[src/hdl/vsds_pkg.sv]
package vsds_pkg;

    // Default sizes handed to the top level parameters
    localparam int DEF_MAX_SIDE   = 64;
    localparam int DEF_MAX_LEVELS = 1024;
    localparam int DEF_DATA_WIDTH = 32;

    // Configuration port
    localparam int CFG_INDEX_W   = 2;
    localparam int CFG_DATA_W    = 32;
    localparam int SIDE_FIELD_W  = 7;
    localparam int DEPTH_FIELD_W = 11;

    typedef enum logic [CFG_INDEX_W-1:0] {
        REG_PLANE_WIDTH     = 2'd0,
        REG_PLANE_HEIGHT    = 2'd1,
        REG_COLUMN_DEPTH    = 2'd2,
        REG_INV_SPACING_SQ  = 2'd3
    } cfg_reg_t;

    localparam int RESET_SIDE  = 64;
    localparam int RESET_DEPTH = 64;
    localparam int MIN_DEPTH   = 2;

    // Coefficient is unsigned Q16.16
    localparam int COEF_W     = 32;
    localparam logic [COEF_W-1:0] RESET_COEF = 32'd65536;
    localparam int FRAC_W     = 16;
    localparam int ROUND_HALF = 32768;

    // Multiplier split: low part is MUL_W bits wide
    localparam int MUL_W = 32;

    // Register stages inside one scale lane
    localparam int SCALE_LAT = 4;

    // Result pairs held at the output
    localparam int OUTQ_DEPTH = 16;

    // Per-item result control: lower level, top level, end of field
    typedef struct packed {
        logic v0;
        logic v1;
        logic last;
    } res_ctl_t;

endpackage

[src/hdl/vsds_scale.sv]
module vsds_scale
    import vsds_pkg::*;
#(
    parameter int DATA_WIDTH = DEF_DATA_WIDTH
)
(
    input  logic                         clk,
    input  logic [COEF_W-1:0]            coef,
    input  logic signed [DATA_WIDTH+1:0] diff,
    output logic [DATA_WIDTH-1:0]        result
);

    localparam int MAG_W = DATA_WIDTH + 2;
    localparam int HI_W  = (MAG_W > MUL_W) ? (MAG_W - MUL_W) : 1;
    localparam int PAD_W = MUL_W + HI_W;
    localparam int LO_P  = MUL_W + COEF_W;
    localparam int HI_P  = HI_W + COEF_W;
    localparam int SUM_W = PAD_W + COEF_W;
    localparam int Q_W   = SUM_W - FRAC_W;
    localparam logic [Q_W-1:0] LIM = Q_W'(1) << (DATA_WIDTH - 1);

    logic signed [MAG_W-1:0] diff_reg;
    logic [PAD_W-1:0]        mag_reg;
    logic                    neg1_reg;
    logic [LO_P-1:0]         plo_reg;
    logic [HI_P-1:0]         phi_reg;
    logic                    neg2_reg;
    logic [SUM_W-1:0]        sum_reg;
    logic                    neg3_reg;

    logic [MAG_W-1:0]      mag;
    logic [Q_W-1:0]        q;
    logic [DATA_WIDTH-1:0] q_lo;

    // Magnitude of the difference
    assign mag = diff_reg[MAG_W-1] ? (~diff_reg + MAG_W'(1)) : diff_reg;

    always_ff @(posedge clk)
    begin
        diff_reg <= diff;
        mag_reg  <= PAD_W'(mag);
        neg1_reg <= diff_reg[MAG_W-1];
        plo_reg  <= LO_P'(mag_reg[MUL_W-1:0]) * LO_P'(coef);
        phi_reg  <= HI_P'(mag_reg[PAD_W-1:MUL_W]) * HI_P'(coef);
        neg2_reg <= neg1_reg;
        sum_reg  <= (SUM_W'(phi_reg) << MUL_W) + SUM_W'(plo_reg) + SUM_W'(ROUND_HALF);
        neg3_reg <= neg2_reg;
    end

    // Drop the fraction, then clamp to the signed range
    assign q    = sum_reg[SUM_W-1:FRAC_W];
    assign q_lo = q[DATA_WIDTH-1:0];

    always_comb
    begin
        if (neg3_reg)
        begin
            if (q > LIM)
                result = LIM[DATA_WIDTH-1:0];
            else
                result = ~q_lo + DATA_WIDTH'(1);
        end
        else
        begin
            if (q >= LIM)
                result = LIM[DATA_WIDTH-1:0] - DATA_WIDTH'(1);
            else
                result = q_lo;
        end
    end

endmodule

[config.mk]
export PLATFORM = sky130hd
export DESIGN_NAME = vsds_scale
export DESIGN_NICKNAME = d
export VERILOG_FILES = /design/src/hdl/vsds_pkg.sv /design/src/hdl/vsds_scale.sv
export SDC_FILE = /design/constraint.sdc
export NUM_CORES = 2
export LEC_CHECK = 0
export BUFFER_PORTS_ARGS = -buffer_cell sky130_fd_sc_hd__buf_2
export CORE_MARGIN = 2
export CORE_UTILIZATION = 60
export DETAILED_ROUTE_END_ITERATION = 8
export PLACE_DENSITY = 0.88
export SYNTH_ARGS = -nofsm -noshare
export SYNTH_HDL_FRONTEND = slang
export SYNTH_SLANG_ARGS = --single-unit
[constraint.sdc]
create_clock -name clk -period 8.15 [get_ports clk]
set_clock_uncertainty 0.05 [all_clocks]
set_input_delay 1.2225 -clock clk [delete_from_list [all_inputs] [get_ports clk]]
set_output_delay 1.2225 -clock clk [all_outputs]
set_load 0.01 [all_outputs]
---- Yosys cells after proc, flatten, opt, wreduce, memory -nomap -nowiden ----
Cells that the tools add are included.
W data, S select, Z words.
storage, ports and cells
  input bits .............................. 67
  bits in read-only memories .............. 0
  memories ................................ 0
  output and inout port bits .............. 32
  latch bits .............................. 0
  RAM bits ................................ 0
  word-level logic and storage cells ...... 23
  bits in registers ....................... 235
operators by class
  equal/unequal tests ..................... 0
  order comparisons ....................... 2
  reduce and logical (&&, ||, !) cells .... 0
  bitwise gates (word level) .............. 2
  shifts and indexed selects .............. 0
  mux-type cells .......................... 4
  divide/modulo/power cells ............... 0
  $add $sub $neg .......................... 4
  $mul .................................... 2
operator list
  kind                      count
  $mux W32                  3
  $add A66 B16 Y66 const B  1
  $add A66 B64 Y66          1
  $mul A32 B32 Y64          1
  $ge A50 B32 Y1 const B    1
  $gt A50 B32 Y1 const B    1
  $add A34 B2 Y34 const B   1
  $mul A2 B32 Y34           1
  $not A34 Y34              1
  $mux W33                  1
  $add A32 B1 Y32 const B   1
  $not A32 Y32              1

---- Logic depth before layout (Yosys ltp) ----
  depth in word-level cells ............... 4
  gate-level depth with buffers ........... 28
  mapped depth without buffers ............ 26

---- Worst setup path after synthesis ----
OpenSTA, ideal clock, no wires.
  path type ............................... input-to-reg
  from .................................... in coef[8]
  to ...................................... reg plo_reg[59]
  stages .................................. 24
  arrival time ............................ 8063 ps
  setup time .............................. 72 ps
  setup slack ............................. -35 ps
  path through ............................ clkbuf_1 and2_1 fa_1 fa_1 inv_1 fa_1 fa_1 inv_1 fa_1 fa_1 fa_1 fa_1 ha_1 clkbuf_1 a21oi_1 o21ai_0 a221o_1 a21oi_1 o21a_1 a31oi_1 a2111oi_0 nor2_1 a221oi_1 xnor2_1
on the way
  word-level cells in the longest chain between the ends .. 1
RTL lines
  what                    RTL line          text
  start: declaration      vsds_scale.sv:8   input logic [COEF_W-1:0] coef,
  $mul A32 B32 Y64        vsds_scale.sv:43  plo_reg <= LO_P'(mag_reg[MUL_W-1:0]) * LO_P'(coef);
  end signal: assignment  vsds_scale.sv:43
  end: declaration        vsds_scale.sv:25  logic [LO_P-1:0] plo_reg;
Every way passes these cells.
A chain may end at the register's enable or synchronous reset.

---- Worst setup path after layout ----
  from .................................... in coef[17]
  to ...................................... reg plo_reg[59]
Same word-level chain as after synthesis.

==> out/results.tsv <==
metric	value	unit
slew_viol_final	0	
clock-root-buffer	clkbuf_16	
synth-main-ff-cell	dfxtp_1	
top_layer	met4	
cts_tree	yes	
avgSynthCellArea	9.11	µm²
cts.sinks	204	
path_class	in2reg	
syn2layout_area_growth	9.43	%
largest_reg_flops	50	
finalSetupViolations	0	
htreeDepth	1	
synth.net_count	5953	
syn_area	42500	µm²
crit_arrival	8.37	ns
ys_top_cells_by_count	inv_1 (900), fa_1 (896), and2_1 (684)	
drtIter0Drc	2891	
antenna_found_initial	3	
period_share	97.7	%
hold_slack	0.280	ns
dpl-instance-area	45600	µm²
num_vias	33700	
wl_met3	12200	µm
drt-met1-wl	41800	µm
grt_pass1_wl	188000	µm
ys_types	70	
crit_path_end_kind	register	
fp.dieArea	73000	µm²
cts.path.max_buffers	3	
grt-ovfl-total	0	
required	8.57	ns
clkTransAtPathRegs	0.07	ns
synth_top_area_share	42.2	%
hp-class	reg2reg	
drc_errors	0	
synth_edf_count	0	
grt_max_degree	37	
slowest_stage	fa_1	
slowest_delay	0.56	ns
synthCells	4664	
postLayoutCellArea	46500	µm²
clock_latency	0.56	ns
first_global_vias	36800	
seq_area_frac_synth	9.61	%
worst_pin_slew	1.38	ns
cts_made_buffers	23	
path_common_cell	fa_1	
critPathLaunch	coef[17]	
final_nets	6117	
dp_cells	5743	
instances_no_fill	5786	
critPathBufInv	5	
hold_start	neg1_reg$_DFF_P_	
die_w	270	µm
io_buffers	98	
dp_hpwl	94100	µm
avgRoutedWirePerCell	20.0	µm
max_freq	126	MHz
via_per_inst	5.82	
die_h	270	µm
wl_met2	54100	µm
ys_ff_latch	204	
core-area	70000	µm²
routed_wl	116000	µm
grt_util_all_layers	32.5	%
netlist_top_cells_area	fa_1 (42%), and2_1 (10%), dfxtp_1 (9.6%), ha_1 (9.6%), inv_1 (7.9%)	
finalWeightedCongestion	0.964	
startpoint_type	input port	
first_pass_iters	6	
final_layout_size_suffix_gt1_share	9.06	%
maxCapViolCount	0	
synth_most_common_cell	inv_1	
ant_nets	0	
ys.warnings.count	0	
r2r_start	mag_reg[19]$_DFF_P_	
max_slew_margin	7.84	%
post-route-min-period	7.96	ns
cp_max_fo	15	
yosys.area.top_type	fa_1	
async_flop_share	0	%
rows	97	
io_pins	99	
cts_setup_buffers	0	
crit_family	adder cells	
finalHoldViolCount	0	
initial_utilization	60.7	%
status	finished clean	
[worst reg2reg max path: stages (launching register included)]
cell and delay, ns:
dfxtp_1 0.89, buf_4 0.29, and2_1 0.16, fa_1 0.39
inv_1 0.08, fa_1 0.44, fa_1 0.51, fa_1 0.55
inv_1 0.05, fa_1 0.48, fa_1 0.46, fa_1 0.53
fa_1 0.42, ha_1 0.31, nand2_1 0.08, or4_1 0.53
a211oi_1 0.25, buf_4 0.17, o21ai_1 0.13, o41a_1 0.43
a21oi_2 0.19, nor2b_1 0.08, o21ai_0 0.19, xor2_1 0.15
[path summary, 6_finish.rpt]
path,endpoint,slack (ns),depth (start not counted)
setup / recovery,plo_reg[59]$_DFF_P_,0.19,25
hold / removal,neg2_reg$_DFF_P_,0.28,0
setup reg to reg,plo_reg[44]$_DFF_P_,0.25,23
hold reg to reg,neg2_reg$_DFF_P_,0.28,0
[cell families after synthesis]
family	count (synthesis)	synth area share [%]
buffers and inverters	1139	10.1
flip-flops	204	9.61
AND/OR/NAND/NOR	1475	18.2
XOR/XNOR	158	3.26
AO/OA/AOI/OAI	466	7.08
adder cells (fa/ha/maj)	1222	51.8
[final cells by class]
class | count | area (µm²)
multi-input cells | 3321 | 34200
fillers | 4993 | 23500
flip-flops and latches | 204 | 4080
inverters | 900 | 3380
repair buffers | 378 | 2850
well taps | 940 | 1180
clock buffers | 29 | 638
clock inverters | 13 | 185
diodes | 1 | 2.50
[what timing repair did]
action	4_1_cts	5_1_grt
hold buffers	0	0
gates resized for setup	0	27
endpoints found under the setup margin	0	13
[layout by cell type, fill, tap and decap left out, types with 99 or more instances in the layout]
master,Yosys,layout
dfxtp_1,204,204
o21ai_0,102,99
ha_1,326,326
buf_4,0,259
a21oi_1,123,121
xnor2_1,113,113
nand2_1,523,523
fa_1,896,896
inv_1,900,900
and2_1,684,684
[metrics by stage]
stage | utilization, % | worst slack [ns] | setup TNS [ns]
2_1_floorplan | - | 0.0299 | 0
3_3_place_gp | 65.1 | -0.373 | -2.96
3_5_place_dp | 65.1 | -0.513 | -5.46
4_1_cts | 66.3 | 0.0226 | 0
5_1_grt | 66.4 | -0.0415 | -0.0607
6_report | 66.4 | 0.191 | 0
[routing by layer]
metal	up-vias	track usage (%)
met1	16600	40.1
met5	-	0
met2	2053	53.2
li1	14500	-
met4	0	18.1
met3	633	7.18
Power is not shown: default switching activity piles up to over one toggle a cycle in this logic, so the estimate is an artifact.
