## src/hdl/vsds_pkg.sv

```systemverilog
package vsds_pkg;

    // Default sizes handed to the top level parameters
    localparam int DEF_MAX_SIDE   = 64;
    localparam int DEF_MAX_LEVELS = 1024;
    localparam int DEF_DATA_WIDTH = 32;

    // Configuration port
    localparam int CFG_INDEX_W   = 2;
    localparam int CFG_DATA_W    = 32;
    localparam int SIDE_FIELD_W  = 7;
    localparam int DEPTH_FIELD_W = 11;

    typedef enum logic [CFG_INDEX_W-1:0] {
        REG_PLANE_WIDTH     = 2'd0,
        REG_PLANE_HEIGHT    = 2'd1,
        REG_COLUMN_DEPTH    = 2'd2,
        REG_INV_SPACING_SQ  = 2'd3
    } cfg_reg_t;

    localparam int RESET_SIDE  = 64;
    localparam int RESET_DEPTH = 64;
    localparam int MIN_DEPTH   = 2;

    // Coefficient is unsigned Q16.16
    localparam int COEF_W     = 32;
    localparam logic [COEF_W-1:0] RESET_COEF = 32'd65536;
    localparam int FRAC_W     = 16;
    localparam int ROUND_HALF = 32768;

    // Multiplier split: low part is MUL_W bits wide
    localparam int MUL_W = 32;

    // Register stages inside one scale lane
    localparam int SCALE_LAT = 4;

    // Result pairs held at the output
    localparam int OUTQ_DEPTH = 16;

    // Per-item result control: lower level, top level, end of field
    typedef struct packed {
        logic v0;
        logic v1;
        logic last;
    } res_ctl_t;

endpackage

```

## src/hdl/vsds_outq.sv

```systemverilog
module vsds_outq
    import vsds_pkg::*;
#(
    parameter int DATA_WIDTH = DEF_DATA_WIDTH
)
(
    input  logic                  clk,
    input  logic                  rst_n,
    input  logic                  push,
    input  res_ctl_t              push_ctl,
    input  logic [DATA_WIDTH-1:0] push_val0,
    input  logic [DATA_WIDTH-1:0] push_val1,
    output logic                  pop,
    output logic                  out_valid,
    input  logic                  out_ready,
    output logic [DATA_WIDTH-1:0] value,
    output logic                  last
);

    localparam int PTR_W = $clog2(OUTQ_DEPTH);
    localparam int CNT_W = $clog2(OUTQ_DEPTH + 1);

    logic [DATA_WIDTH-1:0] val0_mem [OUTQ_DEPTH];
    logic [DATA_WIDTH-1:0] val1_mem [OUTQ_DEPTH];
    res_ctl_t              ctl_mem  [OUTQ_DEPTH];

    logic [PTR_W-1:0] wr_ptr_reg, rd_ptr_reg;
    logic [CNT_W-1:0] count_reg;
    logic             half_reg, half_next;
    logic             out_valid_reg, out_valid_next;
    logic [DATA_WIDTH-1:0] value_reg, value_next;
    logic             last_reg, last_next;
    logic             load;
    res_ctl_t         head_ctl;

    assign head_ctl = ctl_mem[rd_ptr_reg];
    assign load     = (!out_valid_reg || out_ready) && (count_reg != '0);

    always_comb
    begin
        pop            = 1'b0;
        half_next      = half_reg;
        value_next     = value_reg;
        last_next      = last_reg;
        out_valid_next = out_valid_reg && !out_ready;
        if (load)
        begin
            out_valid_next = 1'b1;
            if (head_ctl.v0 && !half_reg)
            begin
                value_next = val0_mem[rd_ptr_reg];
                last_next  = 1'b0;
                if (head_ctl.v1)
                    half_next = 1'b1;
                else
                    pop = 1'b1;
            end
            else
            begin
                value_next = val1_mem[rd_ptr_reg];
                last_next  = head_ctl.last;
                half_next  = 1'b0;
                pop        = 1'b1;
            end
        end
    end

    always_ff @(posedge clk)
    begin
        if (push)
        begin
            val0_mem[wr_ptr_reg] <= push_val0;
            val1_mem[wr_ptr_reg] <= push_val1;
            ctl_mem[wr_ptr_reg]  <= push_ctl;
        end
        value_reg <= value_next;
        last_reg  <= last_next;
    end

    always_ff @(posedge clk or negedge rst_n)
    begin
        if (!rst_n)
        begin
            wr_ptr_reg    <= '0;
            rd_ptr_reg    <= '0;
            count_reg     <= '0;
            half_reg      <= 1'b0;
            out_valid_reg <= 1'b0;
        end
        else
        begin
            if (push)
                wr_ptr_reg <= wr_ptr_reg + PTR_W'(1);
            if (pop)
                rd_ptr_reg <= rd_ptr_reg + PTR_W'(1);
            count_reg     <= count_reg + CNT_W'(push) - CNT_W'(pop);
            half_reg      <= half_next;
            out_valid_reg <= out_valid_next;
        end
    end

    assign out_valid = out_valid_reg;
    assign value     = value_reg;
    assign last      = last_reg;

endmodule

```

## config.mk

```make
export PLATFORM = sky130hd
export DESIGN_NAME = vsds_outq
export DESIGN_NICKNAME = d
export VERILOG_FILES = /design/src/hdl/vsds_pkg.sv /design/src/hdl/vsds_outq.sv
export SDC_FILE = /design/constraint.sdc
export NUM_CORES = 1
export LEC_CHECK = 0
export BUFFER_PORTS_ARGS = -buffer_cell sky130_fd_sc_hd__buf_4
export CORE_ASPECT_RATIO = 2
export CORE_MARGIN = 2
export CORE_UTILIZATION = 45
export DETAILED_ROUTE_END_ITERATION = 12
export GPL_ROUTABILITY_DRIVEN = 0
export PLACE_DENSITY_LB_ADDON = 0.2
export SLEW_MARGIN = 25
export SYNTH_ARGS = -nofsm -noshare
export SYNTH_HDL_FRONTEND = slang
export SYNTH_SLANG_ARGS = --single-unit
```

## constraint.sdc

```tcl
create_clock -name clk -period 14.94 [get_ports clk]
set_input_delay 1.494 -clock clk [delete_from_list [all_inputs] [get_ports clk]]
set_output_delay 1.494 -clock clk [all_outputs]
set_load 0.005 [all_outputs]
```

-- Word level (Yosys, flattened, before mapping)
Memories as Yosys holds them, arrays and structs flattened.
Index checks and enable logic that the tools add are counted.
- register bits: 48
- bits in writable memories: 1072
- output and inout bits: 35
- memories kept: 3
- add/sub/neg operators: 4
- equality and inequality tests: 1
- multiplexer cells: 9
- reduce and logical (&&, ||, !) cells: 9
- memory list (memory ; depth ; width ; rd ports ; clocked after memory_dff ; wr ports ; RTL line ; text):
    val0_mem ; 16 ; 32 ; 1 ; 0 ; 1 ; vsds_outq.sv:23 ; logic [DATA_WIDTH-1:0] val0_mem [OUTQ_DEPTH];
    val1_mem ; 16 ; 32 ; 1 ; 0 ; 1 ; vsds_outq.sv:24 ; logic [DATA_WIDTH-1:0] val1_mem [OUTQ_DEPTH];
    ctl_mem ; 16 ; 3 ; 1 ; 0 ; 1 ; vsds_outq.sv:25 ; res_ctl_t ctl_mem [OUTQ_DEPTH];
- operators with widths (operator ; count):
    32-bit two-way mux ; 1
    4-bit by 1-bit adder with 4-bit output (second input constant) ; 2
    1-bit two-way mux ; 8
    5-bit by 1-bit adder with 5-bit output ; 1
    5-bit nonzero test ; 1
    5-bit by 1-bit subtractor with 5-bit output ; 1
    1-bit logical AND ; 3
    1-bit zero test ; 3
    2-bit inequality test (second input constant) ; 1
    2-bit AND reduction ; 1
    1-bit logical OR ; 1

-- Logic depth before layout (Yosys ltp)
- depth after elaboration: 5
- depth in mapped cells: 17
- depth with buffers taken out: 14

-- Worst setup path before layout
No wires, ideal clock.
- path kind: input to register
- start: in push
- end: mem ctl_mem[3][0] (netlist bit) (enable)
- library setup time: 0.574 ns
- arrival time: 6.460 ns
- data required time: 14.366 ns
- slack: 7.905 ns
- stages: 3
- buffers on the path: 1
- cell sequence: clkbuf_1 > nand2_1 > nor3_1
- longest elaborated chain between the ends: 2
- RTL lines (what ; RTL line ; text):
    start, declared ; vsds_outq.sv:9 ; input logic push,
    1-bit two-way mux ; vsds_outq.sv:70 ; if (push)
    1-bit two-way mux (implied by the code) ; vsds_outq.sv:74 ; ctl_mem[wr_ptr_reg] <= push_ctl;
    end, declared ; vsds_outq.sv:25 ;
No other way between the ends.

-- Final worst setup path
- start: reg rd_ptr_reg[3]
- end: out pop
- longest elaborated chain between the ends: 4
- RTL lines (what ; RTL line ; text):
    start, declared ; vsds_outq.sv:27 ; logic [PTR_W-1:0] wr_ptr_reg, rd_ptr_reg;
    start signal, assigned ; vsds_outq.sv:95 ; rd_ptr_reg <= rd_ptr_reg + PTR_W'(1);
    memory read 16 x 3 bit * ; -- ;
    1-bit two-way mux or 1-bit logical AND (tied branches) ; vsds_outq.sv:53, vsds_outq.sv:49 ;
    1-bit two-way mux * ; vsds_outq.sv:49 ; if (head_ctl.v0 && !half_reg)
    1-bit two-way mux * ; vsds_outq.sv:46 ; if (load)
    end, declared ; vsds_outq.sv:13 ; output logic pop,
Mark *: on every way between the ends. The rest lies on a longest branch, timed or not.

==> results_dict.tcl <==
set metrics [dict create \
    numCtsBuffers 95 \
    r2r_start "rd_ptr_reg[3]" \
    top_regs "val0_mem x512, val1_mem x512, ctl_mem x48" \
    grt_pass1_vias 19800 \
    yosys.area.top_type "edfxtp_1" \
    critPathMaxStageDelay_ns 0.83 \
    irDropWorstVdd_v 0.000153 \
    p_int_w 0.00645 \
    cts_buffer_depth 3 \
    tightest_slew_ns 1.01 \
    die_w_um 222 \
    critical_path_class "flop to primary output" \
    drv_slew 0 \
    die-area_um2 98000 \
    hold_start "half_reg" \
    regArea_um2 33600 \
    grt_usage_pct 20.7 \
    ys_ff_latch 1120 \
    postSynthAreaPerCell_um2 25.7 \
    finalCoreUtilization_pct 50.8 \
    power_frac_comb_pct 27.9 \
    yosysTopAreaCellShare_pct 77.3 \
    synth_edf_count 1105 \
    rsz0062_at_grt "no" \
    synthTopCellsByArea "edfxtp_1 77%, mux4_2 13%, mux4_1 4.5%, mux2_2 0.94%, dfrtp_1 0.87%" \
    io_pins 106 \
    htreeDepth 3 \
    cts_hold_buf 0 \
    drive_above_1_share_pct 31.2 \
    yosysUniqueCellTypes 39 \
    synth_ff_type "edfxtp_1" \
    synth_cells 1669 \
    critPathTopFamily "buffers and inverters" \
    powerDensity_nw_per_um2 187 \
    power_w 0.00903 \
    fin_setup_tns_ns 0 \
    ys_warn_count 0 \
    swShare_pct 28.5 \
    clk_pin_slew_worst_paths_ns 0.07 \
    core-area_um2 94900 \
    seq_power_share_pct 45.0 \
    post_cts_buffers 0 \
    area_growth_pct 12.4 \
    cts_tree "built" \
    drt_iter0_markers 1727 \
    numClockSinks 1120 \
    final_area_um2 48200 \
    clock_latency_ns 0.69 \
    antenna_found_initial 6 \
    post_drt_wl_per_cell_um 31.7 \
    cts_resized 0 \
    cp-end-kind "primary output" \
    multi_input_area_um2 8850 \
    grt.overflow.total 0 \
    path_cells "buf_4, mux4_2, o22ai_1, o22ai_1, o21ai_1, nand2_1, inv_1, buf_4" \
    ant_nets 0 \
    slew_headroom_pct 32.8 \
    routed_via_density 5.89 \
    synth_area_um2 42900 \
    die_h_um 441 \
    grt_pass1_wl_um 143000 \
    hp-class "flop to flop" \
    crit_start "rd_ptr_reg[3]" \
    power_switching_w 0.00258 \
    p_leak_nw 15.3 \
    synth_nets 1752 \
    max_freq_mhz 190 \
    start_util_pct 45.2 \
    cp.buffers_inverters 3 \
    finalCriticalPeriod_ns 5.27 \
    portBuffers 105 \
    row_count 160 \
    fin_crit_sh_pct 35.3 \
    status "finished clean" \
    async_flop_share_pct 1.34 \
    vias 18400 \
    power_frac_clock_pct 27.1 \
    cp_max_fo 44 \
    yosysMostFrequentCell "edfxtp_1" \
    fin_nets 1919 \
    drt_wl_total_um 99400 \
    final_hold_viol_count 0 \
    required_ns 13.45 \
    crit_arrival_ns 3.77 \
    finalSetupViolations 0 \
    cap_violations 0 \
    drcViolationCount 0 \
    seq_area_frac_synth_pct 78.2 \
    skew_ns 0.0313 \
    startpoint_type "flop" \
    critPathSlowestCell "dfrtp_4" \
    cts-root-buf "clkbuf_16" \
    placed_cell_area_um2 45200 \
    grt_max_degree 104 \
    num-fill-cells 7428 \
    synthTopCellsByCount "1105 x edfxtp_1, 255 x mux4_2, 74 x mux4_1, 36 x clkbuf_1, 36 x mux2_2" \
    place_hpwl_um 54200 \
    drtPass1Iterations 5 \
]
==> cell families (layout without fill, tap and decap cells) <==
| logic type | after synthesis | after routing | share of synthesized area [%] |
|---|---|---|---|
| and+or+nand+nor | 47 | 47 | 0.528 |
| muxes | 369 | 369 | 19.0 |
| buffers and inverters | 94 | 339 | 1.47 |
| other | 0 | 2 | 0 |
| adders and majority gates | 12 | 12 | 0.367 |
| xor gates and xnor gates | 10 | 10 | 0.204 |
| AOI/OAI and AO/OA | 17 | 17 | 0.271 |
| DFF | 1120 | 1120 | 78.2 |
==> metal layers <==
layer	part of all wire (%)	global-route usage (%)	up-vias
met2	54	37.7	484
met4	2.3	5.66	2
met1	39	25.8	10200
li1	-	-	7625
met3	4.3	3.33	123
met5	0.012	0	-
==> stage by stage <==
step,setup slack [ns],instances,hold WS (ns)
6_report,9.67,3131,0.542
5_1_grt,9.51,3130,0.566
4_1_cts,9.56,3129,0.544
3_5_place_dp,10.30,2954,0.529
3_3_place_gp,10.38,2952,0.530
2_1_floorplan,7.91,1669,0.468
==> power by group through the flow <==
stage,sequential (W),combinational [W],clock [W]
2_1_floorplan,0.00402,0.00185,0
3_3_place_gp,0.00412,0.00255,0
3_5_place_dp,0.00413,0.00260,0
4_1_cts,0.00407,0.00260,0.00250
5_1_grt,0.00409,0.00268,0.00262
6_report,0.00406,0.00252,0.00245
==> final cells by class <==
| type | count | area share (%) |
|---|---|---|
| flip-flops and latches | 1120 | 69.6 |
| repair buffers | 153 | 2.48 |
| inverters | 11 | 0.0856 |
| clock inverters | 58 | 1.18 |
| diodes | 2 | 0.0104 |
| well taps | 1215 | 3.15 |
| multi-input cells | 455 | 18.4 |
| clock buffers | 117 | 5.10 |
==> cells in the final DEF (no fill, tap or decap), types with 9 or more instances in the layout <==
| cell | count |
|---|---|
| clkinv_2 | 16 |
| mux4_2 | 255 |
| ha_1 | 11 |
| nor2_4 | 15 |
| edfxtp_1 | 1105 |
| clkbuf_1 | 22 |
| clkinv_1 | 21 |
| clkbuf_16 | 95 |
| dfrtp_1 | 11 |
| buf_4 | 149 |
| inv_1 | 11 |
| nand2_1 | 9 |
| bufinv_16 | 9 |
| mux4_1 | 74 |
| mux2_2 | 36 |
==> final timing paths <==
check,slack [ns],to,cells past startpoint
max in group asynchronous,14.04,rd_ptr_reg[3],1
min in group asynchronous,0.66,rd_ptr_reg[1],1
max,9.67,pop,8
min,0.54,half_reg,1
min reg2reg,0.54,half_reg,1
max reg2reg,10.52,count_reg[4],15
Power figures use the tool's default switching activity.
